### src/qau_pkg.sv
`timescale 1ns / 1ps

package qau_pkg;

   localparam int COMP_WIDTH    = 16;
   localparam int FRAC_BITS     = 12;
   localparam int ACT_WIDTH     = 3;
   localparam int LANES         = 4;

   localparam int PROD_WIDTH    = 2 * COMP_WIDTH + 1;
   localparam int ACC_WIDTH     = PROD_WIDTH + 2;
   localparam int SQ_WIDTH      = 2 * COMP_WIDTH - 1;
   localparam int SUM_WIDTH     = SQ_WIDTH + 2;
   localparam int SQRT_WIDTH    = SUM_WIDTH + 1;
   localparam int SQRT_STAGES   = COMP_WIDTH + 1;
   localparam int MAG_WIDTH     = COMP_WIDTH + 1;
   localparam int DIV_NUM_WIDTH = COMP_WIDTH + FRAC_BITS;
   localparam int DIV_STAGES    = DIV_NUM_WIDTH;
   localparam int REM_WIDTH     = MAG_WIDTH + 1;

   localparam int LANE_LAT      = 1;
   localparam int MAG_DELAY     = SQRT_STAGES + 2;
   localparam int ARITH_DELAY   = MAG_DELAY + DIV_STAGES;
   localparam int PIPE_DEPTH    = LANE_LAT + ARITH_DELAY;

   localparam int COMP_MAX      = 2 ** (COMP_WIDTH - 1) - 1;
   localparam int UCOMP_MAX     = 2 ** COMP_WIDTH - 1;

   typedef enum logic [ACT_WIDTH-1:0] {
      ACT_ADD,
      ACT_MUL,
      ACT_SCALE,
      ACT_CONJ,
      ACT_NORM
   } action_type;

   typedef logic signed [COMP_WIDTH-1:0] comp_type;

   typedef struct packed {
      logic [ACT_WIDTH-1:0] action;
      comp_type             a_w;
      comp_type             a_x;
      comp_type             a_y;
      comp_type             a_z;
      comp_type             b_w;
      comp_type             b_x;
      comp_type             b_y;
      comp_type             b_z;
      comp_type             scale_factor;
   } req_item_type;

   typedef struct packed {
      comp_type              r_w;
      comp_type              r_x;
      comp_type              r_y;
      comp_type              r_z;
      logic [COMP_WIDTH-1:0] norm_value;
      logic                  overflow_flag;
      logic                  zero_norm_flag;
   } rsp_item_type;

   typedef struct packed {
      comp_type val;
      logic     ovf;
   } sat_type;

   typedef struct packed {
      sat_type                  arith;
      logic                     neg;
      logic [DIV_NUM_WIDTH-1:0] quo;
   } lane_out_type;

   localparam logic [1:0] HAM_B_IDX [LANES][LANES] = '{
      '{2'd0, 2'd1, 2'd2, 2'd3},
      '{2'd1, 2'd0, 2'd3, 2'd2},
      '{2'd2, 2'd3, 2'd0, 2'd1},
      '{2'd3, 2'd2, 2'd1, 2'd0}
   };

   localparam logic [LANES-1:0] HAM_NEG [LANES] = '{
      4'b1110,
      4'b1000,
      4'b0010,
      4'b0100
   };

   function automatic sat_type saturate(input logic signed [ACC_WIDTH-1:0] v);
      sat_type                     r;
      logic signed [ACC_WIDTH-1:0] hi;
      logic signed [ACC_WIDTH-1:0] lo;
      hi = $signed(ACC_WIDTH'(COMP_MAX));
      lo = -hi - $signed(ACC_WIDTH'(1));
      if (v > hi) begin
         r.val = hi[COMP_WIDTH-1:0];
         r.ovf = 1'b1;
      end else if (v < lo) begin
         r.val = lo[COMP_WIDTH-1:0];
         r.ovf = 1'b1;
      end else begin
         r.val = v[COMP_WIDTH-1:0];
         r.ovf = 1'b0;
      end
      return r;
   endfunction

endpackage

### src/qau_sqrt.sv
`timescale 1ns / 1ps

module qau_sqrt
   import qau_pkg::*;
(
   input  logic                 clock,
   input  logic                 adv,
   input  logic [SUM_WIDTH-1:0] sum,
   output logic [MAG_WIDTH-1:0] mag
);

   logic [SQRT_WIDTH-1:0] s_ff [SQRT_STAGES];
   logic [SQRT_WIDTH-1:0] s_in [SQRT_STAGES];
   logic [SQRT_WIDTH-1:0] r_ff [SQRT_STAGES];
   logic [SQRT_WIDTH-1:0] r_in [SQRT_STAGES];
   logic [MAG_WIDTH-1:0]  m_ff;
   logic [MAG_WIDTH-1:0]  m_in;
   logic [SQRT_WIDTH-1:0] rem;
   logic [SQRT_WIDTH-1:0] root;

   for (genvar k = 0; k < SQRT_STAGES; k++) begin : g_stage
      localparam logic [SQRT_WIDTH-1:0] BIT = SQRT_WIDTH'(1) << (2 * (SQRT_STAGES - 1 - k));
      logic [SQRT_WIDTH-1:0] s_prev;
      logic [SQRT_WIDTH-1:0] r_prev;
      logic [SQRT_WIDTH-1:0] t;
      if (k == 0) begin : g_first
         assign s_prev = SQRT_WIDTH'(sum);
         assign r_prev = '0;
      end else begin : g_next
         assign s_prev = s_ff[k-1];
         assign r_prev = r_ff[k-1];
      end
      always_comb begin
         t = r_prev + BIT;
         if (s_prev >= t) begin
            s_in[k] = s_prev - t;
            r_in[k] = (r_prev >> 1) + BIT;
         end else begin
            s_in[k] = s_prev;
            r_in[k] = r_prev >> 1;
         end
      end
   end

   always_comb begin
      rem  = s_ff[SQRT_STAGES-1];
      root = r_ff[SQRT_STAGES-1];
      m_in = MAG_WIDTH'(root) + MAG_WIDTH'(rem > root);
   end

   always_ff @(posedge clock) begin
      if (adv) begin
         s_ff <= s_in;
         r_ff <= r_in;
         m_ff <= m_in;
      end
   end

   assign mag = m_ff;

endmodule

### config.mk
export PLATFORM = sky130hd
export DESIGN_NAME = qau_sqrt
export DESIGN_NICKNAME = d
export VERILOG_FILES = /design/src/qau_pkg.sv /design/src/qau_sqrt.sv
export SDC_FILE = /design/constraint.sdc
export NUM_CORES = 1
export LEC_CHECK = 0
export ABC_AREA = 1
export BUFFER_PORTS_ARGS = -buffer_cell sky130_fd_sc_hd__buf_2
export CORE_AREA = 5 5 295 297
export CTS_CLUSTER_DIAMETER = 120
export CTS_CLUSTER_SIZE = 10
export DETAILED_ROUTE_END_ITERATION = 8
export DIE_AREA = 0 0 300 302
export PLACE_DENSITY = 0.65
export SYNTH_ARGS = -nofsm -noshare
export SYNTH_HDL_FRONTEND = slang
export SYNTH_SLANG_ARGS = --single-unit
export TNS_END_PERCENT = 20
### constraint.sdc
create_clock -name clock -period 6.2 [get_ports clock]
set_clock_uncertainty 0.1 [all_clocks]
set_input_delay 0.62 -clock clock [delete_from_list [all_inputs] [get_ports clock]]
set_output_delay 0.62 -clock clock [all_outputs]
set_load 0.05 [all_outputs]
Word level (Yosys, flattened, before mapping)
Index checks and enable logic that the tools add are counted.
{"block": "word_totals", "output_inout_bits": 17, "word_cells": 154, "ram_bits": 0, "register_bits": 1173, "romBits": 0, "mem_count": 0, "in_bits": 35, "latchBits": 0}
{"block": "classes", "multipliers": 0, "n_lt_le_gt_ge": 18, "shifts": 0, "n_reduce_logical": 0, "n_bitwise": 0, "n_addsub": 50, "n_div": 0, "mux": 34, "eq_ne": 0}
{"op": "two-way mux 33 bit", "n": 18}
{"op": ">= comparator 34 bit", "n": 16}
{"op": "two-way mux 34 bit", "n": 16}
{"op": "subtractor 34 bit", "n": 16}
{"op": "adder 33 x 1 -> 34 bit, second input constant", "n": 1}
{"op": "adder 33 x 11 -> 34 bit, second input constant", "n": 1}
{"op": "adder 33 x 13 -> 34 bit, second input constant", "n": 1}
{"op": "adder 33 x 15 -> 34 bit, second input constant", "n": 1}
{"op": "adder 33 x 17 -> 34 bit, second input constant", "n": 1}
{"op": "adder 33 x 19 -> 34 bit, second input constant", "n": 1}
{"op": "adder 33 x 21 -> 34 bit, second input constant", "n": 1}
{"op": "adder 33 x 23 -> 34 bit, second input constant", "n": 1}
{"op": "adder 33 x 25 -> 34 bit, second input constant", "n": 1}
{"op": "adder 33 x 27 -> 34 bit, second input constant", "n": 1}
{"op": "adder 33 x 29 -> 34 bit, second input constant", "n": 1}
{"op": "adder 33 x 3 -> 34 bit, second input constant", "n": 1}
{"op": "adder 33 x 31 -> 34 bit, second input constant", "n": 1}
{"op": "adder 33 x 5 -> 34 bit, second input constant", "n": 1}
{"op": "adder 33 x 7 -> 34 bit, second input constant", "n": 1}
{"op": "adder 33 x 9 -> 34 bit, second input constant", "n": 1}
{"op": "adder 34 x 1 -> 34 bit, second input constant", "n": 1}
{"op": "adder 34 x 11 -> 34 bit, second input constant", "n": 1}
{"op": "adder 34 x 13 -> 34 bit, second input constant", "n": 1}
{"op": "adder 34 x 15 -> 34 bit, second input constant", "n": 1}
{"op": "16 further kinds", "n": 16}

Longest topological paths before layout
{"block": "logic_depth", "ltp_word": 3, "depth_mapped": 19, "ltp_nobuf": 19}

Worst setup path after synthesis
No wires, ideal clock.
{"block": "synth_path", "path_kind": "register to register", "startpoint": "register r_ff (netlist bit root[14])", "endpoint": "register m_ff[14] (netlist: mag[14]), data pin", "synth_period_minus_slack_ps": 2906, "setup_time_ps": 260, "path_buffers": 0, "required_ps": 5840, "path_stages_with_launch": 18, "arrival_ps": 2546, "path_slack_ps": 3294, "cell_sequence": "edfxtp_1 > inv_1 > ha_1 > nand2_1 > nor3_1 > nand2_1 > nor4_1 > nor2_1 > nor2_1 > ha_1 > ha_1 > nand2_1 > nor2_1 > nand2_1 > nor3_2 > nand2_1 > nor2_1 > xor2_1"}
{"block": "synth_between", "elab_chain_cells": 2}
{"item": "start: declaration", "line": "qau_sqrt.sv:14", "rtl": "logic [SQRT_WIDTH-1:0] r_ff [SQRT_STAGES];"}
{"item": "start signal: assignment", "line": "qau_sqrt.sv:54", "rtl": "r_ff <= r_in;"}
{"item": "> comparator 34 bit", "line": "qau_sqrt.sv:48", "rtl": "m_in = MAG_WIDTH'(root) + MAG_WIDTH'(rem > root);"}
{"item": "adder 17 x 1 -> 17 bit *", "line": "qau_sqrt.sv:48"}
{"item": "named net m_in[14]", "line": "qau_sqrt.sv:17", "rtl": "logic [MAG_WIDTH-1:0] m_in;"}
{"item": "end signal: assignment", "line": "qau_sqrt.sv:55", "rtl": "m_ff <= m_in;"}
{"item": "end: declaration", "line": "qau_sqrt.sv:16", "rtl": "logic [MAG_WIDTH-1:0] m_ff;"}
The timed path passes the listed nets; every way through them passes the cells marked *.
A chain may end at the register's enable or synchronous reset.

Worst setup path in the final report
{"block": "layout_path", "startpoint": "register r_ff (netlist bit root[14])", "endpoint": "register m_ff[16] (netlist: mag[16]), data pin"}
Same word-level chain as after synthesis.

==> results_dict.tcl <==
set metrics [dict create \
    postPlaceCellArea_mm2 0.0432 \
    htree_levels 3 \
    via_count 30428 \
    postRouteAntennaNets 0 \
    critPathMaxFanout 3 \
    cts_max_path_buffers 3 \
    dieHeight_um 302 \
    setup_tns_ns 0 \
    worstHoldStart "sum[24]" \
    cpPeakStageDelay_ns 0.38 \
    antenna_found_initial 0 \
    grt_overflow 0 \
    layout_commonest_cell "nand2_1" \
    post_drt_via_cell_ratio 5.25 \
    leakagePower_nw 19.8 \
    maxSlewHeadroom_pct 33.9 \
    place_hpwl_mm 78.7 \
    drt-met1-wl_mm 43.6 \
    syn_area_per_cell_um2 9.16 \
    grt_pass1_vias 29247 \
    fin_area_mm2 0.0458 \
    period_needed_ns 3.33 \
    rsz0062_at_grt "no" \
    post-route-period-util_pct 53.7 \
    rows 107 \
    postCtsSetupBuffers 0 \
    ioPinCount 52 \
    clockPowerShare_pct 29.5 \
    wl_mm 101 \
    slew_viol_final 0 \
    wl_met3_mm 4.50 \
    worstSetupPathType "flop to flop" \
    cpMostUsedCell "nand2_1" \
    worstMarginPinSlew_ns 0.991 \
    p_int_mw 10.0 \
    power_density_mw_per_mm2 322 \
    p_switching_mw 4.73 \
    critPathLaunch "root[14]$_DFFE_PP_" \
    drt-pass1-iter-count 5 \
    drive_gt1_share_pct 7.52 \
    diodes 0 \
    chipWidth_um 300 \
    netlist_instances 4558 \
    final_hold_viol_count 0 \
    yosysWarnings 0 \
    ys_seq_area_share_pct 53.8 \
    design.core.area_mm2 0.0843 \
    peakVddDrop_uv 247 \
    crit_path_start_kind "flop" \
    end_kind "flop" \
    synthToLayoutAreaGrowth_pct 9.69 \
    grt_max_degree 172 \
    final_cell_mix "nand2_1, edfxtp_1, inv_1" \
    gp_congestion 0.934 \
    slowest_stage "edfxtp_1" \
    path_clk_slew_ns 0.05 \
    cp_data_required_time_ns 6.48 \
    wl_met2_mm 49.7 \
    crit_arrival_ns 3.62 \
    setup_viol_count_final 0 \
    cts_tree "done" \
    synthTopCellsByArea "edfxtp_1, nand2_1, inv_1, ha_1, nor2_1" \
    path_cells "inv_1, ha_1, nand2_1, nor3_1, nand2_1, nor4_1, nor2_1, nor2_1, ha_1, ha_1, nand2_1, nor2_1, nand2_1, nor3_2, nand2_1, nor2_1, xor2_1" \
    ys_types 61 \
    grt_pass1_wl_mm 159 \
    synth_seq_cells 748 \
    combPwrFrac_pct 23.7 \
    gr-usage-all-layers_pct 22.2 \
    syn_area_mm2 0.0418 \
    initial_utilization_pct 49.5 \
    final_nets 4923 \
    numClockSinks 748 \
    maxCapViolations 0 \
    utilization_pct 54.3 \
    io_buffers 51 \
    seqPwrFrac_pct 46.8 \
    status "completed" \
    yosys.area.top_type "edfxtp_1" \
    hold_path_class "input pin to flop" \
    sw_frac_of_total_pct 32.1 \
    fmax_ghz 0.300 \
    synth_top_cell_area_share_pct 53.8 \
    numCtsBuffers 84 \
    highest-signal-layer "met4" \
    clock-root-buffer "clkbuf_16" \
    wl_per_cell_um 17.5 \
    first_iter_violations 2064 \
    clock_latency_ns 0.67 \
    drc 0 \
    die-area_mm2 0.0906 \
    r2r_start "root[14]$_DFFE_PP_" \
]
## power groups by stage
stage	logic [mW]	clock network [mW]	registers (mW)
after floorplan	2.55	0	6.78
after global placement	3.42	0	6.99
final	3.50	4.36	6.90
after global routing	3.95	4.68	6.95
after detailed placement	3.43	0	6.99
after CTS	3.47	4.48	6.90
## synth_stat cells (all sizes together)
| master | number |
|---|---|
| a21boi | 12 |
| a41oi | 1 |
| clkinv | 1 |
| nand3 | 273 |
| nor3b | 2 |
| a21o | 9 |
| nor3 | 70 |
| and2 | 7 |
| inv | 678 |
| nor4 | 28 |
| o21a | 2 |
| nand2 | 1307 |
| buf | 32 |
| a22oi | 3 |
| xnor2 | 73 |
| a211oi | 4 |
| conb | 1 |
| xor2 | 101 |
| clkbuf | 2 |
| nand3b | 23 |
| or2 | 21 |
| and3 | 3 |
| or3 | 1 |
| o211ai | 6 |
| nand4 | 94 |
| edfxtp | 748 |
| o21bai | 13 |
| ha | 187 |
| a21oi | 216 |
| o21ai | 153 |
| nor2 | 487 |
## sequential cells by signal (all words and copies together), names as in the netlist
signal	count
g_stage.s_prev	544
g_stage.r_prev	136
rem	34
mag	17
root	17
## layer usage
layer / up-vias / track usage, %
met5: - / 0
met2: 732 / 39.3
met1: 14158 / 28.5
met3: 181 / 2.86
met4: 0 / 7.39
li1: 15357 / -
## metrics by stage
stage          setup WS (ns)  std cells  hold WS, ns  power (mW)
6_report                2.87       5797       0.0381        14.8
5_1_grt                 2.42       5797      0.00364        15.6
4_1_cts                 2.83       5797     0.000170        14.9
3_5_place_dp            2.83       5674        0.327        10.4
3_3_place_gp            2.83       5674        0.321        10.4
2_1_floorplan           3.29       4559        0.317        9.33
## what timing repair did
item / 4_1_cts / 5_1_grt
hold buffers: 31 / 0
hold endpoints to repair: 31 / 0
resized for setup: 0 / 0
## worst max-delay path: cells and delay by family, from the launching register on
family,cells,cell delay (ns)
xor+xnor,1,0.08
fa+ha+maj,3,0.69
buf+inv,1,0.08
flops,1,0.38
simple gates,12,1.75
## worst paths after layout
check | endpoint | slack (ns) | cells past startpoint
setup / recovery | mag[16]$_DFFE_PP_ | 2.87 | 17
hold / removal | g_stage[1].s_prev[24]$_DFFE_PP_ | 0.04 | 1
setup reg to reg | mag[16]$_DFFE_PP_ | 2.87 | 17
hold reg to reg | g_stage[11].s_prev[9]$_DFFE_PP_ | 0.34 | 0
## kinds of logic (layout without fill, tap and decap cells)
family	count (synthesis)	after routing	share of synthesized area, %
other cells	1	2	0.00898
compound gates	419	419	6.09
simple gates	2316	2316	23.9
buf+inv	713	861	6.93
fa+ha+maj	187	187	5.60
xor+xnor	174	174	3.65
flops	748	748	53.8
## area by class of cell
| class | instances | area [um^2] |
|---|---|---|
| multi-input combinational | 3098 | 16400 |
| sequential | 748 | 22500 |
| inverter | 679 | 2550 |
| fill | 7602 | 38500 |
| clock inverter | 8 | 214 |
| tap | 1090 | 1360 |
| timing repair buffer | 90 | 698 |
| clock buffer | 84 | 2100 |
(Power assumes the default switching activity.)
